--- src/sv/coordinate_bucket_hash_unit_assert.svh ---
// assertion macros for the coordinate bucket hash unit
// the enclosing module supplies clk and arst_n
`ifndef COORDINATE_BUCKET_HASH_UNIT_ASSERT_SVH
`define COORDINATE_BUCKET_HASH_UNIT_ASSERT_SVH

`ifndef ASSERT_OFF

// same-cycle implication
`define CBH_ASSERT_IMPL(lbl, ante, cons) \
	lbl: assert property (@(posedge clk) disable iff (!arst_n) (ante) |-> (cons)) \
		else $error("cbh assertion failed");

// next-cycle implication
`define CBH_ASSERT_NEXT(lbl, ante, cons) \
	lbl: assert property (@(posedge clk) disable iff (!arst_n) (ante) |=> (cons)) \
		else $error("cbh assertion failed");

`else

`define CBH_ASSERT_IMPL(lbl, ante, cons)
`define CBH_ASSERT_NEXT(lbl, ante, cons)

`endif

`endif

--- src/sv/cbh_pkg.sv ---
`default_nettype none

package cbh_pkg;

	localparam int COORD_W    = 16;
	localparam int NUM_COORDS = 8;
	localparam int KEY_W      = 32;
	localparam int TS_W       = 31;
	localparam int IDX_W      = 30;
	localparam int SHIFT_W    = 5;
	localparam int MODE_W     = 2;
	localparam int CFG_IDX_W  = 2;
	localparam int CFG_DATA_W = 31;

	// remainder steps per pipeline stage
	localparam int MOD_STEPS  = 4;
	localparam int MOD_STAGES = KEY_W / MOD_STEPS;

	localparam logic [CFG_IDX_W-1:0] REG_HASH_MODE    = 2'd0;
	localparam logic [CFG_IDX_W-1:0] REG_SHIFT_AMOUNT = 2'd1;
	localparam logic [CFG_IDX_W-1:0] REG_TABLE_SIZE   = 2'd2;

	typedef enum logic [MODE_W-1:0] {
		MODE_FULL_Z   = 2'd0,
		MODE_PART_Z   = 2'd1,
		MODE_FULL_SUM = 2'd2,
		MODE_PART_SUM = 2'd3
	} hash_mode_t;

	// key bits still to be consumed (msb first) and partial remainder
	typedef struct packed {
		logic [KEY_W-1:0] key;
		logic [TS_W-1:0]  rem;
	} mod_lane_t;

endpackage

`default_nettype wire

--- src/sv/cbh_mod_stage.sv ---
`default_nettype none

module cbh_mod_stage #(
	parameter int STEPS = 4
) (
	input  wire logic                     clk,
	input  wire logic                     arst_n,
	input  wire logic [cbh_pkg::TS_W-1:0] divisor,
	input  wire logic                     in_valid,
	output logic                          in_ready,
	input  wire cbh_pkg::mod_lane_t       in_lane,
	output logic                          out_valid,
	input  wire logic                     out_ready,
	output cbh_pkg::mod_lane_t            out_lane
);

	cbh_pkg::mod_lane_t               lane_d;
	cbh_pkg::mod_lane_t               lane_s;
	logic                             valid_s;
	logic [cbh_pkg::KEY_W-1:0]        trial;

	assign in_ready  = !valid_s || out_ready;
	assign out_valid = valid_s;
	assign out_lane  = lane_s;

	// restoring remainder, one key bit per step
	always_comb begin
		lane_d = in_lane;
		trial  = '0;
		for (int s = 0; s < STEPS; s++) begin
			trial      = {lane_d.rem, lane_d.key[cbh_pkg::KEY_W-1]};
			lane_d.key = {lane_d.key[cbh_pkg::KEY_W-2:0], 1'b0};
			if (trial >= {1'b0, divisor}) begin
				trial = trial - {1'b0, divisor};
			end
			lane_d.rem = trial[cbh_pkg::TS_W-1:0];
		end
	end

	always_ff @(posedge clk or negedge arst_n) begin
		if (!arst_n) begin
			valid_s <= 1'b0;
		end else if (in_ready) begin
			valid_s <= in_valid;
		end
	end

	always_ff @(posedge clk) begin
		if (in_valid && in_ready) begin
			lane_s <= lane_d;
		end
	end

endmodule

`default_nettype wire

--- src/sv/coordinate_bucket_hash_unit.sv ---
// Coordinate bucket hash unit: forms a key from up to eight coordinates
// (full or partial Z-order interleave, or full or partial sum, chosen by
// hash_mode), shifts it right by shift_amount, keeps 32 bits and returns
// the key modulo table_size (0 when table_size is 0). One request is taken
// every clock cycle, also with a full output register, until out_ready
// has held it long enough to fill the pipeline. Each request passes the
// key stage, the shift stage, eight remainder stages of four restoring
// steps each (32 key bits) and the output register. The user must write
// configuration (cfg_we/cfg_index/cfg_data) only while idle; unenforced.
`default_nettype none
`include "coordinate_bucket_hash_unit_assert.svh"

module coordinate_bucket_hash_unit #(
	parameter int DIMENSIONS = 8,
	parameter int COORD_BITS = 16
) (
	input  wire logic                                clk,
	input  wire logic                                arst_n,
	input  wire logic                                cfg_we,
	input  wire logic [cbh_pkg::CFG_IDX_W-1:0]      cfg_index,
	input  wire logic [cbh_pkg::CFG_DATA_W-1:0]     cfg_data,
	input  wire logic                                in_valid,
	output logic                                     in_ready,
	input  wire logic [cbh_pkg::COORD_W-1:0]        coord_0,
	input  wire logic [cbh_pkg::COORD_W-1:0]        coord_1,
	input  wire logic [cbh_pkg::COORD_W-1:0]        coord_2,
	input  wire logic [cbh_pkg::COORD_W-1:0]        coord_3,
	input  wire logic [cbh_pkg::COORD_W-1:0]        coord_4,
	input  wire logic [cbh_pkg::COORD_W-1:0]        coord_5,
	input  wire logic [cbh_pkg::COORD_W-1:0]        coord_6,
	input  wire logic [cbh_pkg::COORD_W-1:0]        coord_7,
	output logic                                     out_valid,
	input  wire logic                                out_ready,
	output logic [cbh_pkg::IDX_W-1:0]               bucket_index
);

	localparam int CB = (COORD_BITS < cbh_pkg::COORD_W) ? COORD_BITS : cbh_pkg::COORD_W;
	localparam int FULL_W = DIMENSIONS * CB;
	localparam int RAW_W = (FULL_W > cbh_pkg::KEY_W) ? FULL_W : cbh_pkg::KEY_W;
	localparam int SUM_W = CB + 3;
	localparam int MOD_STAGES = cbh_pkg::MOD_STAGES;

	// configuration
	cbh_pkg::hash_mode_t                 hash_mode_q;
	logic [cbh_pkg::SHIFT_W-1:0]         shift_amount_q;
	logic [cbh_pkg::TS_W-1:0]            table_size_q;

	always_ff @(posedge clk or negedge arst_n) begin
		if (!arst_n) begin
			hash_mode_q    <= cbh_pkg::MODE_FULL_Z;
			shift_amount_q <= '0;
			table_size_q   <= cbh_pkg::TS_W'(1);
		end else if (cfg_we) begin
			case (cfg_index)
				cbh_pkg::REG_HASH_MODE: begin
					hash_mode_q <= cbh_pkg::hash_mode_t'(cfg_data[cbh_pkg::MODE_W-1:0]);
				end
				cbh_pkg::REG_SHIFT_AMOUNT: begin
					shift_amount_q <= cfg_data[cbh_pkg::SHIFT_W-1:0];
				end
				cbh_pkg::REG_TABLE_SIZE: begin
					table_size_q <= cfg_data[cbh_pkg::TS_W-1:0];
				end
				default: begin
				end
			endcase
		end
	end

	// stage 1: raw key
	logic [CB-1:0]               coord_m [cbh_pkg::NUM_COORDS];
	logic [RAW_W-1:0]            full_z;
	logic [cbh_pkg::KEY_W-1:0]   part_z;
	logic [SUM_W-1:0]            sum_full;
	logic [SUM_W-1:0]            sum_part;
	logic [RAW_W-1:0]            raw_d;
	logic [RAW_W-1:0]            raw_s1;
	logic                        v_s1;
	logic                        rdy_s1;

	assign coord_m[0] = coord_0[CB-1:0];
	assign coord_m[1] = coord_1[CB-1:0];
	assign coord_m[2] = coord_2[CB-1:0];
	assign coord_m[3] = coord_3[CB-1:0];
	assign coord_m[4] = coord_4[CB-1:0];
	assign coord_m[5] = coord_5[CB-1:0];
	assign coord_m[6] = coord_6[CB-1:0];
	assign coord_m[7] = coord_7[CB-1:0];

	always_comb begin
		full_z   = '0;
		part_z   = '0;
		sum_full = '0;
		for (int i = 0; i < CB; i++) begin
			for (int j = 0; j < DIMENSIONS; j++) begin
				full_z[i*DIMENSIONS + j] = coord_m[j][i];
			end
			part_z[i*2]     = coord_m[0][i];
			part_z[i*2 + 1] = coord_m[1][i];
		end
		for (int j = 0; j < DIMENSIONS; j++) begin
			sum_full = sum_full + SUM_W'(coord_m[j]);
		end
		sum_part = SUM_W'(coord_m[0]) + SUM_W'(coord_m[1]);
		case (hash_mode_q)
			cbh_pkg::MODE_FULL_Z:   raw_d = full_z;
			cbh_pkg::MODE_PART_Z:   raw_d = RAW_W'(part_z);
			cbh_pkg::MODE_FULL_SUM: raw_d = RAW_W'(sum_full);
			cbh_pkg::MODE_PART_SUM: raw_d = RAW_W'(sum_part);
			default:                raw_d = '0;
		endcase
	end

	// stage 2: shifted 32-bit key
	logic [RAW_W-1:0]            shifted;
	logic [cbh_pkg::KEY_W-1:0]   key_s2;
	logic                        v_s2;
	logic                        rdy_s2;

	assign shifted = raw_s1 >> shift_amount_q;

	// remainder chain
	cbh_pkg::mod_lane_t          lane [MOD_STAGES+1];
	logic [MOD_STAGES:0]         mod_vld;
	logic [MOD_STAGES:0]         mod_rdy;

	assign in_ready = rdy_s1;
	assign rdy_s1   = !v_s1 || rdy_s2;
	assign rdy_s2   = !v_s2 || mod_rdy[0];

	always_ff @(posedge clk or negedge arst_n) begin
		if (!arst_n) begin
			v_s1 <= 1'b0;
			v_s2 <= 1'b0;
		end else begin
			if (rdy_s1) begin
				v_s1 <= in_valid;
			end
			if (rdy_s2) begin
				v_s2 <= v_s1;
			end
		end
	end

	always_ff @(posedge clk) begin
		if (in_valid && rdy_s1) begin
			raw_s1 <= raw_d;
		end
		if (v_s1 && rdy_s2) begin
			key_s2 <= shifted[cbh_pkg::KEY_W-1:0];
		end
	end

	assign mod_vld[0] = v_s2;
	assign lane[0].key = key_s2;
	assign lane[0].rem = '0;

	for (genvar k = 0; k < MOD_STAGES; k++) begin : g_mod
		cbh_mod_stage #(
			.STEPS(cbh_pkg::MOD_STEPS)
		) u_stage (
			.clk      (clk),
			.arst_n   (arst_n),
			.divisor  (table_size_q),
			.in_valid (mod_vld[k]),
			.in_ready (mod_rdy[k]),
			.in_lane  (lane[k]),
			.out_valid(mod_vld[k+1]),
			.out_ready(mod_rdy[k+1]),
			.out_lane (lane[k+1])
		);
	end

	// output register
	logic                        out_valid_q;
	logic [cbh_pkg::IDX_W-1:0]   bucket_q;

	assign mod_rdy[MOD_STAGES] = !out_valid_q || out_ready;
	assign out_valid    = out_valid_q;
	assign bucket_index = bucket_q;

	always_ff @(posedge clk or negedge arst_n) begin
		if (!arst_n) begin
			out_valid_q <= 1'b0;
		end else if (mod_rdy[MOD_STAGES]) begin
			out_valid_q <= mod_vld[MOD_STAGES];
		end
	end

	always_ff @(posedge clk) begin
		if (mod_vld[MOD_STAGES] && mod_rdy[MOD_STAGES]) begin
			// zero table size maps everything to bucket 0
			bucket_q <= (table_size_q == '0) ? '0 : lane[MOD_STAGES].rem[cbh_pkg::IDX_W-1:0];
		end
	end

	`CBH_ASSERT_NEXT(a_accept_fills_s1, in_valid && in_ready, v_s1)
	`CBH_ASSERT_NEXT(a_s2_holds_on_stall, v_s2 && !mod_rdy[0], v_s2 && $stable(key_s2))
	`CBH_ASSERT_IMPL(a_out_from_chain, $rose(out_valid_q), $past(mod_vld[MOD_STAGES]))

endmodule

`default_nettype wire
--- config.mk ---
export PLATFORM = sky130hd
export DESIGN_NAME = coordinate_bucket_hash_unit
export DESIGN_NICKNAME = d
export VERILOG_FILES = /design/src/sv/cbh_pkg.sv /design/src/sv/cbh_mod_stage.sv /design/src/sv/coordinate_bucket_hash_unit.sv
export VERILOG_INCLUDE_DIRS = /design/src /design/src/sv
export SDC_FILE = /design/constraint.sdc
export NUM_CORES = 2
export LEC_CHECK = 0
export BUFFER_PORTS_ARGS = -buffer_cell sky130_fd_sc_hd__buf_4
export CORE_MARGIN = 10
export CORE_UTILIZATION = 50
export DETAILED_ROUTE_END_ITERATION = 12
export PLACE_DENSITY = 0.66
export SYNTH_ARGS = -nofsm -noshare
export SYNTH_HDL_FRONTEND = slang
export SYNTH_SLANG_ARGS = --single-unit
--- constraint.sdc ---
create_clock -name clk -period 20.3 [get_ports clk]
set_clock_uncertainty 0.05 [all_clocks]
set_input_delay 1.015 -clock clk [delete_from_list [all_inputs] [get_ports clk]]
set_output_delay 1.015 -clock clk [all_outputs]
set_load 0.02 [all_outputs]
==> impl_metrics.ini <==
[synth]
synth_common_cells = 1,002 x ha_1, 969 x a21oi_1, 762 x nand2_1
synth.area.top_cells = edfxtp_1 18%, ha_1 16%, mux2_2 6.2%
synth_top_family_by_area = compound AO/OA/AOI/OAI gates
synth_seq_area_share = 0.196
synth.most_common_cell = ha_1
synth-xor-area-share = 0.0887
ys_ff_latch = 533
synth.distinct_cells = 100
synth.cell_area_um2 = 80400
yosys_warnings = 0
yosys.area_share.simple = 0.164
synth_compound_area_frac = 0.246
synth_fa_ha_area_frac = 0.183
synth_area_leader_cell = edfxtp_1
synth_ff_type = edfxtp_1
synth.avg_cell_area_um2 = 8.39
syn_inst = 9587
ys_async_sr_fraction = 0.0919
synth_mux_area_frac = 0.0919
synth.top_cell.area_share = 0.181
synth-edff-count = 484
syn-num-nets = 10900

[floorplanning]
core_um2 = 160000
dieArea_um2 = 177000
num_io_pins = 198
rows = 147
initial_utilization = 0.502
die_x_um = 421
die_h_um = 421

[clocking]
clockRootBuffer = clkbuf_16
clk_latency_ns = 0.71
clk_pin_slew_ns = 0.06
cts_tree = yes
cts_resized = 0
h-tree-depth = 3
post_cts_buffers = 0
cts_made_buffers = 66
clockBufferDepth = 3
cts_hold_buf = 0
clkSinkCount = 533

[worst_setup_path]
reg2reg_depth = 52
start_kind = register
r2r_end = g_mod[7].u_stage.out_lane[29]
cp_max_fo = 52
endpoint_kind = register
rrSetupSlack_ns = 4.54
slowest_stage = dfstp_2
cp.arrival_ns = 16.11
timing.rr.start = table_size_q[0]
worstSetupPathType = register to register
slowest_delay_ns = 0.71
required_ns = 20.65

[hold_path]
hold_path_class = register to register
whs_path_depth = 0
hold_end = g_mod[1].u_stage.out_lane[53]
hold_start = g_mod[0].u_stage.out_lane[49]

[sta]
slew_viol_final = 0
maxSlewHeadroom = 0.175
tns_ns = 0
hold_viol_final = 0
post-route-min-period_ns = 15.76
setup_viol = 0
finalCritPeriodShare = 0.776
max_freq_mhz = 63.4
grt_setup_unrepaired = false
worst_pin_slew_ns = 1.24

[global_route]
grt_pass1_vias = 72300
antenna_found_initial = 3
grt_pass1_wl_mm = 427
grt_max_degree = 71
grt.total_usage = 0.303
overflow = 0

[routing]
route.detailed.drc = 0
vias_per_cell = 6.34
firstDrtPassIters = 6
drt_iter0_markers = 6350
routedWlPerCell_um = 23.8
vias = 75800
finalWirelength_mm = 284
final_antenna_net_count = 0

[placement]
dp_hpwl_mm = 225
io_buffers = 197
gp_congestion = 0.991

[final_layout]
final_util = 0.544
multi_input_area_um2 = 62300
seq_area_um2 = 15800
fill_cells = 15100
drive_gt1_frac = 0.110
area_delta_synth_final_pct = 8.38
nets = 11000

[status]
status = complete, no violations

[run]
drv_cap = 0
[area by class of cell]
| class | count | area share |
|---|---|---|
| Multi-Input combinational cell | 8403 | 0.715 |
| Sequential cell | 533 | 0.181 |
| Tap cell | 2160 | 0.0310 |
| Timing Repair Buffer | 334 | 0.0289 |
| Clock buffer | 82 | 0.0208 |
| Inverter | 395 | 0.0170 |
| Clock inverter | 39 | 0.00592 |
| Antenna cell | 3 | 0.0000861 |
[layer usage]
layer	vias to the layer above	global-route usage	share of wire
met5	-	0	0.000039
li1	36300	-	-
met4	2	0.161	0.062
met3	697	0.0465	0.069
met1	35900	0.367	0.40
met2	2861	0.515	0.47
[worst max-delay path: cells and delay by family (launching register included)]
kind | cells | cell delay, ns
AO/OA/AOI/OAI | 26 | 6.40
AND/OR/NAND/NOR | 13 | 3.39
adder cells (fa/ha/maj) | 5 | 1.89
buffers and inverters | 5 | 1.71
multiplexers | 3 | 1.19
flip-flops | 1 | 0.71
[per-stage QoR]
step / cell area, um2 / cells / hold slack (ns) / worst slack (ns)
2_1_floorplan: 80400 / 9587 / 0.350 / 6.01
3_3_place_gp: 84800 / 11800 / 0.350 / 5.10
3_5_place_dp: 84800 / 11800 / 0.355 / 4.65
4_1_cts: 87100 / 11900 / 0.350 / 4.55
5_1_grt: 87100 / 11900 / 0.367 / 3.19
6_report: 87100 / 11900 / 0.351 / 4.54
[kinds of logic after synthesis]
family                   after synthesis
buffers and inverters                651
XOR/XNOR                             814
multiplexers                         627
AND/OR/NAND/NOR                     2742
flip-flops                           533
AO/OA/AOI/OAI                       3108
adder cells (fa/ha/maj)             1112
[placed cells by master, fill, tap and decap left out, types with 75 or more instances in the layout]
master and n:
ha_1 1002, a21oi_1 968, nand2_1 762, nor2_1 754
o21ai_0 679, xnor2_1 537, edfxtp_1 484, mux2_2 440
a21o_1 367, inv_1 363, buf_4 332, xor2_1 277
nand3_1 176, nor3_1 161, nand2b_1 153, nor2b_1 152
o21a_1 151, mux2i_1 139, nand4_1 134, o21bai_1 131
a211oi_1 125, fa_1 110, and2_1 86, a31oi_1 78
nor4_1 75
[sequential cells by signal (all words and copies together), names as in the netlist]
register,flops
bucket_index,30
g_mod.u_stage.out_valid,8
v_s1,1
raw_s1,63
table_size_q,31
out_valid,1
shift_amount_q,5
hash_mode_q,2
v_s2,1
key_s2,32
g_mod.u_stage.out_lane,359
[worst max path at each step]
stage                                    end  slack, ns             from  cells past startpoint
2_1_floorplan  g_mod[1].u_stage.out_lane[23]       6.01  table_size_q[1]                     56
3_3_place_gp   g_mod[7].u_stage.out_lane[29]       5.10  table_size_q[0]                     52
3_5_place_dp   g_mod[7].u_stage.out_lane[29]       4.65  table_size_q[0]                     52
4_1_cts        g_mod[7].u_stage.out_lane[29]       4.55  table_size_q[0]                     52
5_1_grt         g_mod[7].u_stage.out_lane[4]       3.19  table_size_q[0]                     53
6_report       g_mod[7].u_stage.out_lane[29]       4.54  table_size_q[0]                     52
Power is left out: the tool's default activity adds up to more than one toggle a clock period on the data nets, which glitch-free logic cannot reach.
